## src/rtl/alm_pkg.sv

```systemverilog
// Shared types, constants and functions of the level meter ballistics block.
package alm_pkg;

  // 20*log10(2) in Q16, scales a Q16 log2 into dB.
  localparam logic [18:0] DB_PER_LOG2_Q16 = 19'd394566;

  typedef enum logic [2:0] {
    CFG_FALL_STEP = 3'd0,
    CFG_HOLD      = 3'd1,
    CFG_AVG_COEF  = 3'd2,
    CFG_PEAK_INF  = 3'd3,
    CFG_AVG_INF   = 3'd4
  } cfg_idx_t;

  // Item after the log stage, before the per-channel update.
  typedef struct packed {
    logic [2:0]         channel;
    logic               zero;
    logic               neg;
    logic [39:0]        prod;
    logic signed [15:0] avg;
    logic [15:0]        ovf;
  } conv_t;

  typedef struct packed {
    logic [2:0]         channel;
    logic signed [15:0] peak_level;
    logic signed [15:0] peak_mark;
    logic signed [15:0] average_level;
    logic signed [15:0] average_mark;
    logic signed [15:0] maximum_peak;
    logic [31:0]        overflow_total;
  } res_t;

  typedef struct packed {
    logic signed [15:0] mark;
    logic [15:0]        timer;
  } mark_t;

  // Fractional log2 of (64 + k) / 64 in Q16 by repeated squaring.
  function automatic logic [15:0] frac_log2(input logic [5:0] k);
    logic [63:0] m;
    logic [15:0] r;
    m = 64'({1'b1, k}) << 24;
    r = '0;
    for (int i = 0; i < 16; i++) begin
      m = (m * m) >> 30;
      r = {r[14:0], 1'b0};
      if (m >= 64'h0000_0000_8000_0000) begin
        r[0] = 1'b1;
        m    = m >> 1;
      end
    end
    return r;
  endfunction

  // Hold mark with hold timer, linear fall and infinite-hold mode.
  function automatic mark_t mark_update(input logic signed [15:0] level,
                                        input logic signed [15:0] mark,
                                        input logic [15:0]        timer,
                                        input logic               inf,
                                        input logic [15:0]        hold,
                                        input logic [15:0]        fall);
    mark_t              res;
    logic signed [15:0] cand;
    logic signed [17:0] fallen;
    logic [15:0]        tinc;
    cand   = (level > 16'sd0) ? 16'sd0 : level;
    fallen = $signed({{2{mark[15]}}, mark}) - $signed({2'b00, fall});
    tinc   = (timer == 16'hFFFF) ? timer : timer + 16'd1;
    res.mark  = mark;
    res.timer = timer;
    if (cand >= mark) begin
      res.mark = cand;
      if (!inf) begin
        res.timer = '0;
      end
    end else if (!inf) begin
      res.timer = tinc;
      if (tinc >= hold) begin
        if ($signed({{2{cand[15]}}, cand}) > fallen) begin
          res.mark = cand;
        end else begin
          res.mark = 16'(fallen);
        end
      end
    end
    return res;
  endfunction

endpackage

```

## src/rtl/alm_peak_log.sv

```systemverilog
// Peak magnitude to Q16 log2 magnitude: leading-one position plus fraction table.
module alm_peak_log (
  input  logic [23:0] peak_i,
  output logic [20:0] mag_o,
  output logic        neg_o,
  output logic        zero_o
);

  logic [15:0] frac_tbl [64];
  logic [4:0]  pos;
  logic [5:0]  k;
  logic [15:0] frac;
  logic [29:0] shifted;

  for (genvar g = 0; g < 64; g++) begin : g_tbl
    assign frac_tbl[g] = alm_pkg::frac_log2(6'(g));
  end

  always_comb begin
    pos = '0;
    for (int i = 0; i < 24; i++) begin
      if (peak_i[i]) begin
        pos = 5'(i);
      end
    end
  end

  // The six bits below the leading one, zero-filled for small values.
  assign shifted = {peak_i, 6'b000000} >> pos;
  assign k       = shifted[5:0];
  assign frac    = frac_tbl[k];

  assign zero_o = (peak_i == 24'd0);
  assign neg_o  = (pos != 5'd23);
  assign mag_o  = neg_o ? ({5'd23 - pos, 16'h0000} - {5'b00000, frac})
                        : {5'b00000, frac};

endmodule

```

## src/rtl/alm_chan_state.sv

```systemverilog
// Per-channel meter state, configuration registers and the update logic.
module alm_chan_state #(
  parameter int                 CHANNELS  = 8,
  parameter logic signed [15:0] MIN_DB_Q8 = -16'sd23808
) (
  input  logic               clk,
  input  logic               rst_n,
  input  logic               cfg_we,
  input  logic [2:0]         cfg_index,
  input  logic [15:0]        cfg_wdata,
  input  logic               upd_i,
  input  alm_pkg::conv_t     conv_i,
  output alm_pkg::res_t      res_o
);

  localparam int IDX_W = (CHANNELS > 1) ? $clog2(CHANNELS) : 1;

  logic [15:0] fall_step_r;
  logic [15:0] hold_r;
  logic [15:0] avg_coef_r;
  logic        peak_inf_r;
  logic        avg_inf_r;

  logic signed [15:0] peak_bar_r  [CHANNELS];
  logic signed [15:0] peak_mark_r [CHANNELS];
  logic [15:0]        peak_tmr_r  [CHANNELS];
  logic signed [15:0] avg_bar_r   [CHANNELS];
  logic signed [15:0] avg_mark_r  [CHANNELS];
  logic [15:0]        avg_tmr_r   [CHANNELS];
  logic signed [15:0] record_r    [CHANNELS];
  logic [31:0]        ovf_sum_r   [CHANNELS];

  logic [IDX_W-1:0]   idx;
  logic               in_range;
  logic [40:0]        rnd_sum;
  logic [15:0]        rmag;
  logic signed [17:0] db_w;
  logic signed [17:0] min_w;
  logic signed [15:0] db;

  logic signed [15:0] bar;
  logic signed [17:0] bar_fall;
  logic signed [15:0] peak_bar_nxt;
  logic signed [15:0] record_nxt;
  alm_pkg::mark_t     peak_m;

  logic signed [16:0] diff;
  logic signed [33:0] avg_prod;
  logic signed [33:0] avg_adj;
  logic signed [17:0] avg_sum;
  logic signed [15:0] avg_bar_nxt;
  alm_pkg::mark_t     avg_m;

  logic [32:0]        ovf_wide;
  logic [31:0]        ovf_nxt;

  assign idx      = IDX_W'(conv_i.channel);
  assign in_range = (32'(conv_i.channel) < CHANNELS);

  // Round to nearest, halves away from zero, then floor at the meter minimum.
  assign rnd_sum = {1'b0, conv_i.prod} + 41'h00_0080_0000;
  assign rmag    = rnd_sum[39:24];
  assign db_w    = conv_i.neg ? -$signed({2'b00, rmag}) : $signed({2'b00, rmag});
  assign min_w   = 18'(MIN_DB_Q8);
  assign db      = (conv_i.zero || (db_w < min_w)) ? MIN_DB_Q8 : 16'(db_w);

  always_comb begin
    bar      = peak_bar_r[idx];
    bar_fall = $signed({{2{bar[15]}}, bar}) - $signed({2'b00, fall_step_r});
    if (db >= bar) begin
      peak_bar_nxt = db;
    end else if ($signed({{2{db[15]}}, db}) > bar_fall) begin
      peak_bar_nxt = db;
    end else begin
      peak_bar_nxt = 16'(bar_fall);
    end
  end

  assign record_nxt = (db > record_r[idx]) ? db : record_r[idx];

  assign peak_m = alm_pkg::mark_update(db, peak_mark_r[idx], peak_tmr_r[idx],
                                       peak_inf_r, hold_r, fall_step_r);

  // Exponential smoothing; the product is truncated toward zero.
  assign diff     = $signed({avg_bar_r[idx][15], avg_bar_r[idx]})
                  - $signed({conv_i.avg[15], conv_i.avg});
  assign avg_prod = $signed({1'b0, avg_coef_r}) * diff;
  assign avg_adj  = avg_prod + (avg_prod[33] ? 34'sd65535 : 34'sd0);
  assign avg_sum  = $signed({{2{conv_i.avg[15]}}, conv_i.avg}) + $signed(avg_adj[33:16]);
  assign avg_bar_nxt = 16'(avg_sum);

  assign avg_m = alm_pkg::mark_update(avg_bar_nxt, avg_mark_r[idx], avg_tmr_r[idx],
                                      avg_inf_r, hold_r, fall_step_r);

  assign ovf_wide = {1'b0, ovf_sum_r[idx]} + 33'(conv_i.ovf);
  assign ovf_nxt  = ovf_wide[32] ? 32'hFFFF_FFFF : ovf_wide[31:0];

  always_comb begin
    res_o.channel = conv_i.channel;
    if (in_range) begin
      res_o.peak_level     = peak_bar_nxt;
      res_o.peak_mark      = peak_m.mark;
      res_o.average_level  = avg_bar_nxt;
      res_o.average_mark   = avg_m.mark;
      res_o.maximum_peak   = record_nxt;
      res_o.overflow_total = ovf_nxt;
    end else begin
      res_o.peak_level     = MIN_DB_Q8;
      res_o.peak_mark      = MIN_DB_Q8;
      res_o.average_level  = MIN_DB_Q8;
      res_o.average_mark   = MIN_DB_Q8;
      res_o.maximum_peak   = MIN_DB_Q8;
      res_o.overflow_total = '0;
    end
  end

  always_ff @(posedge clk) begin
    if (!rst_n) begin
      fall_step_r <= 16'd22;
      hold_r      <= 16'd1000;
      avg_coef_r  <= 16'd60693;
      peak_inf_r  <= 1'b0;
      avg_inf_r   <= 1'b0;
    end else if (cfg_we) begin
      case (cfg_index)
        alm_pkg::CFG_FALL_STEP: fall_step_r <= cfg_wdata;
        alm_pkg::CFG_HOLD:      hold_r      <= cfg_wdata;
        alm_pkg::CFG_AVG_COEF:  avg_coef_r  <= cfg_wdata;
        alm_pkg::CFG_PEAK_INF:  peak_inf_r  <= cfg_wdata[0];
        alm_pkg::CFG_AVG_INF:   avg_inf_r   <= cfg_wdata[0];
        default: ;
      endcase
    end
  end

  always_ff @(posedge clk) begin
    if (!rst_n) begin
      for (int c = 0; c < CHANNELS; c++) begin
        peak_bar_r[c]  <= MIN_DB_Q8;
        peak_mark_r[c] <= MIN_DB_Q8;
        peak_tmr_r[c]  <= '0;
        avg_bar_r[c]   <= MIN_DB_Q8;
        avg_mark_r[c]  <= MIN_DB_Q8;
        avg_tmr_r[c]   <= '0;
        record_r[c]    <= MIN_DB_Q8;
        ovf_sum_r[c]   <= '0;
      end
    end else begin
      // A hold-mode write restarts that meter's hold timers on every channel not updated in that cycle.
      if (cfg_we && (cfg_index == alm_pkg::CFG_PEAK_INF)) begin
        for (int c = 0; c < CHANNELS; c++) begin
          peak_tmr_r[c] <= '0;
        end
      end
      if (cfg_we && (cfg_index == alm_pkg::CFG_AVG_INF)) begin
        for (int c = 0; c < CHANNELS; c++) begin
          avg_tmr_r[c] <= '0;
        end
      end
      if (upd_i && in_range) begin
        peak_bar_r[idx]  <= peak_bar_nxt;
        peak_mark_r[idx] <= peak_m.mark;
        peak_tmr_r[idx]  <= peak_m.timer;
        avg_bar_r[idx]   <= avg_bar_nxt;
        avg_mark_r[idx]  <= avg_m.mark;
        avg_tmr_r[idx]   <= avg_m.timer;
        record_r[idx]    <= record_nxt;
        ovf_sum_r[idx]   <= ovf_nxt;
      end
    end
  end

endmodule

```

## src/rtl/audio_level_meter_ballistics.sv

```systemverilog
// Top level of the per-channel audio level meter ballistics block.
// Each item passes the input register, the conversion register and the output register.
// Throughput: one item per cycle while out_tready does not stall the output; the channel
// state is updated in the same cycle as the item moves into the output register, so items
// for the same channel may follow back to back.
// Reset (rst_n low, synchronous) restores the valid flags, the configuration registers and all channel state at once.
module audio_level_meter_ballistics #(
  parameter int                 CHANNELS  = 8,
  parameter logic signed [15:0] MIN_DB_Q8 = -16'sd23808
) (
  input  logic         clk,
  input  logic         rst_n,
  input  logic         in_tvalid,
  output logic         in_tready,
  // channel[2:0], peak_linear[26:3], average_db[42:27], overflow_count[58:43]
  input  logic [63:0]  in_tdata,
  output logic         out_tvalid,
  input  logic         out_tready,
  // out_channel[2:0], peak_level[18:3], peak_mark[34:19], average_level[50:35],
  // average_mark[66:51], maximum_peak[82:67], overflow_total[114:83]
  output logic [119:0] out_tdata,
  input  logic         cfg_we,
  input  logic [2:0]   cfg_index,
  input  logic [15:0]  cfg_wdata
);

  logic        s1_v_r;
  logic [2:0]  s1_ch_r;
  logic [23:0] s1_peak_r;
  logic [15:0] s1_avg_r;
  logic [15:0] s1_ovf_r;

  logic           s2_v_r;
  alm_pkg::conv_t s2_r;
  alm_pkg::conv_t s2_nxt;

  logic          out_v_r;
  alm_pkg::res_t out_r;
  alm_pkg::res_t res;

  logic        out_free;
  logic        s2_free;
  logic        s1_free;
  logic [20:0] mag;
  logic        neg;
  logic        zero;

  assign out_free  = !out_v_r || out_tready;
  assign s2_free   = !s2_v_r || out_free;
  assign s1_free   = !s1_v_r || s2_free;
  assign in_tready = s1_free;

  alm_peak_log u_log (
    .peak_i (s1_peak_r),
    .mag_o  (mag),
    .neg_o  (neg),
    .zero_o (zero)
  );

  always_comb begin
    s2_nxt.channel = s1_ch_r;
    s2_nxt.zero    = zero;
    s2_nxt.neg     = neg;
    s2_nxt.prod    = 40'(mag) * 40'(alm_pkg::DB_PER_LOG2_Q16);
    s2_nxt.avg     = $signed(s1_avg_r);
    s2_nxt.ovf     = s1_ovf_r;
  end

  alm_chan_state #(
    .CHANNELS  (CHANNELS),
    .MIN_DB_Q8 (MIN_DB_Q8)
  ) u_state (
    .clk       (clk),
    .rst_n     (rst_n),
    .cfg_we    (cfg_we),
    .cfg_index (cfg_index),
    .cfg_wdata (cfg_wdata),
    .upd_i     (s2_v_r && out_free),
    .conv_i    (s2_r),
    .res_o     (res)
  );

  always_ff @(posedge clk) begin
    if (!rst_n) begin
      s1_v_r  <= 1'b0;
      s2_v_r  <= 1'b0;
      out_v_r <= 1'b0;
    end else begin
      if (s1_free) begin
        s1_v_r <= in_tvalid;
      end
      if (s2_free) begin
        s2_v_r <= s1_v_r;
      end
      if (out_free) begin
        out_v_r <= s2_v_r;
      end
    end
  end

  always_ff @(posedge clk) begin
    if (in_tvalid && s1_free) begin
      s1_ch_r   <= in_tdata[2:0];
      s1_peak_r <= in_tdata[26:3];
      s1_avg_r  <= in_tdata[42:27];
      s1_ovf_r  <= in_tdata[58:43];
    end
    if (s1_v_r && s2_free) begin
      s2_r <= s2_nxt;
    end
    if (s2_v_r && out_free) begin
      out_r <= res;
    end
  end

  assign out_tvalid = out_v_r;
  assign out_tdata  = {5'b00000, out_r.overflow_total, out_r.maximum_peak,
                       out_r.average_mark, out_r.average_level, out_r.peak_mark,
                       out_r.peak_level, out_r.channel};

  a_reset_empty: assert property (@(posedge clk)
    !rst_n |=> (!s1_v_r && !s2_v_r && !out_v_r))
    else $error("pipeline not empty after reset");

  a_s2_moves: assert property (@(posedge clk) disable iff (!rst_n)
    (s2_v_r && out_free) |=> out_v_r)
    else $error("item lost between update stage and output register");

  a_peak_mark_le0: assert property (@(posedge clk) disable iff (!rst_n)
    out_v_r |-> ($signed(out_r.peak_mark) <= 16'sd0))
    else $error("peak mark above 0 dB");

  a_avg_mark_le0: assert property (@(posedge clk) disable iff (!rst_n)
    out_v_r |-> ($signed(out_r.average_mark) <= 16'sd0))
    else $error("average mark above 0 dB");

endmodule
```

## config.mk

```make
export PLATFORM = sky130hd
export DESIGN_NAME = audio_level_meter_ballistics
export DESIGN_NICKNAME = d
export VERILOG_FILES = /design/src/rtl/alm_pkg.sv /design/src/rtl/alm_peak_log.sv /design/src/rtl/alm_chan_state.sv /design/src/rtl/audio_level_meter_ballistics.sv
export SDC_FILE = /design/constraint.sdc
export NUM_CORES = 2
export LEC_CHECK = 0
export BUFFER_PORTS_ARGS = -buffer_cell sky130_fd_sc_hd__buf_2
export CORE_MARGIN = 2
export CORE_UTILIZATION = 45
export CTS_BUF_LIST = sky130_fd_sc_hd__clkbuf_4 sky130_fd_sc_hd__clkbuf_8
export DETAILED_ROUTE_END_ITERATION = 10
export PLACE_DENSITY = 0.72
export SYNTH_ARGS = -nofsm -noshare
export SYNTH_HDL_FRONTEND = slang
export SYNTH_SLANG_ARGS = --single-unit
export TNS_END_PERCENT = 20
```

## constraint.sdc

```tcl
create_clock -name clk -period 29.5 [get_ports clk]
set_clock_uncertainty 0.15 [all_clocks]
set_input_delay 4.425 -clock clk [delete_from_list [all_inputs] [get_ports clk]]
set_output_delay 4.425 -clock clk [all_outputs]
set_load 0.02 [all_outputs]
```

### Word level (Yosys, flattened, before mapping)

Memories as Yosys holds them, arrays and structs flattened. A register that Yosys moved wholly into a read port is not among the register bits.
Index checks and enable logic that the tools add are counted.

| storage, ports and cells | value |
|---|---|
| input bits | 88 |
| RAM bits | 1,152 |
| memories kept | 9 |
| word-level logic and storage cells | 211 |
| output and inout port bits | 122 |
| register bits | 303 |
| memory bits (read-only) | 1,024 |

Memory list:

| name | depth | bits a word | read ports | clocked after memory_dff | wr ports | line | RTL |
|---|---|---|---|---|---|---|---|
| (name not given) | 64 | 16 | 1 | 0 | 0 | alm_peak_log.sv:31 | `assign frac = frac_tbl[k];` |
| u_state.ovf_sum_r | 8 | 32 | 1 | 1 | 8 | alm_chan_state.sv:31 | `logic [31:0] ovf_sum_r [CHANNELS];` |
| u_state.avg_bar_r | 8 | 16 | 1 | 1 | 8 | alm_chan_state.sv:27 | `logic signed [15:0] avg_bar_r [CHANNELS];` |
| u_state.avg_mark_r | 8 | 16 | 1 | 1 | 8 | alm_chan_state.sv:28 | `logic signed [15:0] avg_mark_r [CHANNELS];` |
| u_state.avg_tmr_r | 8 | 16 | 1 | 1 | 9 | alm_chan_state.sv:29 | `logic [15:0] avg_tmr_r [CHANNELS];` |
| u_state.peak_bar_r | 8 | 16 | 1 | 1 | 8 | alm_chan_state.sv:24 | `logic signed [15:0] peak_bar_r [CHANNELS];` |
| 3 more memories | -- | -- | -- | -- | -- | -- |  |

| cells by class | value |
|---|---|
| bitwise operators | 17 |
| equal/unequal tests | 7 |
| shifts and indexed selects | 1 |
| multiplexer cells | 99 |
| order comparisons | 13 |
| $add $sub $neg | 13 |
| reductions and logical operators | 25 |
| multipliers | 2 |

Operators with widths:

| kind | number |
|---|---|
| 2-to-1 mux 16 bit | 38 |
| 2-to-1 mux 32 bit | 6 |
| >= comparator 16 bit | 5 |
| OR reduction 16 bit | 5 |
| > comparator 16 x 18 -> 1 bit | 3 |
| 2-to-1 mux 3 bit | 18 |
| subtractor 16 x 17 -> 18 bit | 3 |
| adder 40 x 24 -> 40 bit (second input constant) | 1 |
| 2-to-1 mux 5 bit | 8 |
| multiplier 21 x 18 -> 39 bit (second input constant) | 1 |
| multiplier 17 x 17 -> 34 bit | 1 |
| adder 32 x 16 -> 33 bit | 1 |
| adder 16 x 1 -> 16 bit (second input constant) | 2 |
| adder 32 bit | 1 |
| equality test 16 bit (second input constant) | 2 |
| > comparator 16 x 1 -> 1 bit (second input constant) | 2 |
| 2-to-1 mux 4 bit | 8 |
| OR reduction 32 bit | 1 |
| >> shifter 30 x 5 -> 6 bit | 1 |
| zero test 24 bit | 1 |
| 2-to-1 mux 21 bit | 1 |
| subtractor 21 x 16 -> 21 bit | 1 |
| less-than comparator 18 x 16 -> 1 bit (second input constant) | 1 |
| 2-to-1 mux 18 bit | 1 |
| other kinds (19) | 65 |

### Logic depth before layout (Yosys ltp)

| depth | value |
|---|---|
| depth in word-level cells | 31 |
| depth in mapped cells | 95 |
| gate-level depth less buffers | 80 |

### By module

From an unflattened synthesis, not the netlist that was laid out.

| second synthesis, totals | value |
|---|---|
| cells, all modules | 8,546 |
| area, all modules | 91,477.7 µm² |

Modules (own cells, without submodules):

| module | area each (µm²) | sequential area each (µm²) | cells each | times used |
|---|---|---|---|---|
| alm_chan_state | 74,137.4 | 35,594.1 | 7,041 | 1 |
| audio_level_meter_ballistics | 13,505.5 | 7,567.3 | 935 | 1 |
| alm_peak_log | 3,834.9 | 0.0 | 570 | 1 |

### Worst setup path after synthesis

OpenSTA, ideal clock, no wires.

| timing | value |
|---|---|
| path kind | reg-to-reg |
| start | register with a tool-made name |
| end | memory u_state.avg_mark_r[1][6] (data pin) |
| required time | 29,085 ps |
| cell stages (with the launch flop) | 89 |
| period minus slack after synthesis | 20,682 ps |
| arrival | 20,267 ps |
| library setup time | 265 ps |
| setup slack | 8,818 ps |
| buffers on the path | 14 |
| cell sequence | dfxtp_1 > buf_2 > buf_2 > buf_4 > buf_2 > buf_4 > buf_2 > buf_2 > buf_4 > buf_2 > buf_2 > buf_1 > mux4_2 > mux2i_1 > inv_1 > ha_1 > nor2b_1 > o21ai_0 > (+53 left out) > a41oi_1 > nor2_1 > ha_1 > a21o_1 > a21o_1 > a221oi_1 > o21a_1 > o21ai_0 > a21o_1 > a21o_1 > a2111oi_0 > nor2_1 > clkbuf_1 > or3b_2 > a21oi_1 > a211o_1 > clkbuf_1 > nor2_1 |

RTL lines:

| element | line |
|---|---|
| end, declared | alm_chan_state.sv:28 |

==> impl_metrics.env <==
export IMPL_fin_ws_ns=6.78
export IMPL_ctsResizeCount=0
export IMPL_r2r_slack_ns=6.78
export IMPL_cts_clk_slew_worst_paths_ns=0.06
export IMPL_crit_fanout=34
export IMPL_synthCells=7615
export IMPL_h_tree_depth=4
export IMPL_drtIter0Drc=5802
export IMPL_insertion_delay_ns=0.99
export IMPL_num_vias=61000
export IMPL_cts_tree="done"
export IMPL_critPathArrivalTime_ns=23.21
export IMPL_grt_ovfl_total=0
export IMPL_tightest_slew_ns=1.25
export IMPL_area_delta_synth_final_pct=9.26
export IMPL_wire_per_inst_um=23.0
export IMPL_gp_congestion=0.915
export IMPL_setup_violations=0
export IMPL_cp_common_cell="o21ai_0"
export IMPL_drt_pass1_iterations=6
export IMPL_synth_edf_count=1380
export IMPL_antenna_found_initial=6
export IMPL_rows=162
export IMPL_cts_path_max_buffers=3
export IMPL_worstSetupPathType="reg2reg"
export IMPL_synth_seq_area_share_pct=48.5
export IMPL_maxCapViolations=0
export IMPL_die_area_um2=199000
export IMPL_post_cts_buffers=0
export IMPL_critPathLaunchType="flop"
export IMPL_fin_nets=8701
export IMPL_grt_use_total_pct=24.0
export IMPL_max_freq_mhz=44.0
export IMPL_slowest_delay_ns=0.80
export IMPL_syn_avg_cell_area_um2=11.5
export IMPL_status="completed"
export IMPL_endpoint_kind="flop"
export IMPL_layout_drive_gt1_share_pct=14.3
export IMPL_required_ns=29.99
export IMPL_grt_max_degree=106
export IMPL_synthFlopType="edfxtp_1"
export IMPL_first_global_vias=62100
export IMPL_min_to="s2_r[15]$_DFFE_PP_"
export IMPL_reg2reg_depth=77
export IMPL_ios=210
export IMPL_port_buffers=199
export IMPL_layout_commonest_cell="edfxtp_1"
export IMPL_viasPerCell=5.82
export IMPL_min_from="s1_ovf_r[15]$_DFFE_PP_"
export IMPL_pre_cts_slack_ns=7.02
export IMPL_hold_ws_ns=0.268
export IMPL_grt_pass1_wl_um=365000
export IMPL_synth_cell_types=102
export IMPL_root_buffer="clkbuf_8"
export IMPL_cts_buffers_inserted=220
export IMPL_die_h_um=446
export IMPL_ant_nets=0
export IMPL_coreArea_um2=194000
export IMPL_utilization_pct=49.4
export IMPL_period_share_pct=77.0
export IMPL_tns_ns=0
export IMPL_dp_hpwl_um=161000
export IMPL_yosys_warnings=0
export IMPL_die_width_um=446
export IMPL_cts_hold_buf=0
export IMPL_rsz0062_at_grt="no"
export IMPL_slew_limit_headroom_pct=16.4
export IMPL_slew_violations=0
export IMPL_crit_slowest_cell="xnor2_2"
export IMPL_clock_sinks=1436
export IMPL_ys_ff_latch=1436
export IMPL_syn_cell_area_um2=87800
export IMPL_final_cell_mix="1380 x edfxtp_1, 1231 x nor2_1, 739 x inv_1"
export IMPL_post_route_min_period_ns=22.72
export IMPL_hold_violations=0
export IMPL_hold_path_depth=0
export IMPL_finalWirelength_um=241000
export IMPL_start_util_pct=45.2
export IMPL_hold_path_class="reg2reg"
export IMPL_r2r_end="out_tdata[61]$_DFFE_PP_"
export IMPL_synth_async_reset_ratio_pct=0
export IMPL_drc=0
## critical path: cells and delay by family, from the launching register on
family                   cells  cell delay, ns
AND/OR/NAND/NOR             12            3.05
buffers and inverters        9            2.00
XOR/XNOR                     3            1.33
adder cells (fa/ha/maj)     11            4.55
AO/OA/AOI/OAI               38            8.78
multiplexers                 4            1.58
flip-flops                   1            0.77
## registers in the layout, summed over array words and instances, names as in the netlist, 3 cells and up, named ones only
name	cells
u_state.peak_mark_r	128
s2_r	54
u_state.avg_mark_r	128
u_state.fall_step_r	16
u_state.ovf_sum_r	256
u_state.hold_r	16
u_state.peak_bar_r	128
s1_avg_r	16
u_state.avg_bar_r	128
out_tdata	115
u_state.avg_tmr_r	128
u_state.peak_tmr_r	128
s1_peak_r	24
s1_ovf_r	16
s1_ch_r	3
u_state.avg_coef_r	16
u_state.record_r	128
## per-layer routing
metal | wire length, um | up-vias | track usage [%]
li1 | - | 27200 | -
met1 | 92600 | 30500 | 29.8
met2 | 118000 | 2774 | 40.8
met3 | 17600 | 563 | 3.67
met4 | 12600 | 4 | 12.1
met5 | 32 | - | 0
## area by class of cell
| class | instances | area [um^2] |
|---|---|---|
| Sequential cell | 1436 | 42600 |
| Fill cell | 16800 | 98400 |
| Tap cell | 2542 | 3180 |
| Timing Repair Buffer | 319 | 1920 |
| Clock buffer | 295 | 3600 |
| Inverter | 742 | 2790 |
| Clock inverter | 112 | 916 |
| Multi-Input combinational cell | 5024 | 41000 |
| Antenna cell | 7 | 17.5 |
## through the flow
stage / cell area [um^2] / cells
finish: 96000 / 10500
global placement: 91400 / 10100
floorplan: 87800 / 7619
CTS: 95900 / 10500
global route: 96000 / 10500
detailed placement: 91400 / 10100
## how the worst max path moves through the flow
| stage | from | to | cells past startpoint |
|---|---|---|---|
| 4_1_cts | flop | out_tdata[61]$_DFFE_PP_ | 76 |
| 5_1_grt | flop | out_tdata[61]$_DFFE_PP_ | 76 |
| 2_1_floorplan | flop | u_state.avg_mark_r[1][6]$_SDFFCE_PN0P_ | 88 |
| 6_report | flop | out_tdata[61]$_DFFE_PP_ | 77 |
| 3_3_place_gp | flop | out_tdata[61]$_DFFE_PP_ | 74 |
| 3_5_place_dp | flop | out_tdata[61]$_DFFE_PP_ | 76 |
## cells in the mapped netlist, types with 59 or more instances
| cell type | count | area share, % |
|---|---|---|
| nor2b_1 | 102 | 0.73 |
| o21ai_0 | 152 | 0.87 |
| and2_1 | 98 | 0.70 |
| fa_1 | 286 | 6.5 |
| a21boi_0 | 59 | 0.50 |
| mux2_2 | 77 | 0.99 |
| nor2_1 | 1240 | 5.3 |
| nor3_1 | 59 | 0.34 |
| xor2_1 | 69 | 0.69 |
| nand3_1 | 140 | 0.80 |
| a21oi_1 | 211 | 1.2 |
| inv_1 | 740 | 3.2 |
| ha_1 | 584 | 8.3 |
| nand2_1 | 615 | 2.6 |
| edfxtp_1 | 1380 | 47 |
| mux2i_1 | 128 | 1.5 |
| mux4_2 | 288 | 7.4 |
| clkbuf_1 | 312 | 1.3 |
| a21o_1 | 71 | 0.61 |
| xnor2_1 | 128 | 1.3 |
## cell families (layout without fill, tap and decap cells)
group,Yosys count,after routing,synth area share (%)
AOI/OAI and AO/OA,929,929,7.15
xor gates and xnor gates,197,197,1.96
adders and majority gates,870,870,14.8
buffers and inverters,1159,1468,5.10
DFF,1436,1436,48.5
muxes,498,498,9.90
other,1,12,0.00427
and+or+nand+nor,2525,2525,12.6
Power is left out: the tool's default activity adds up to more than one toggle a clock period on the data nets, which glitch-free logic cannot reach.
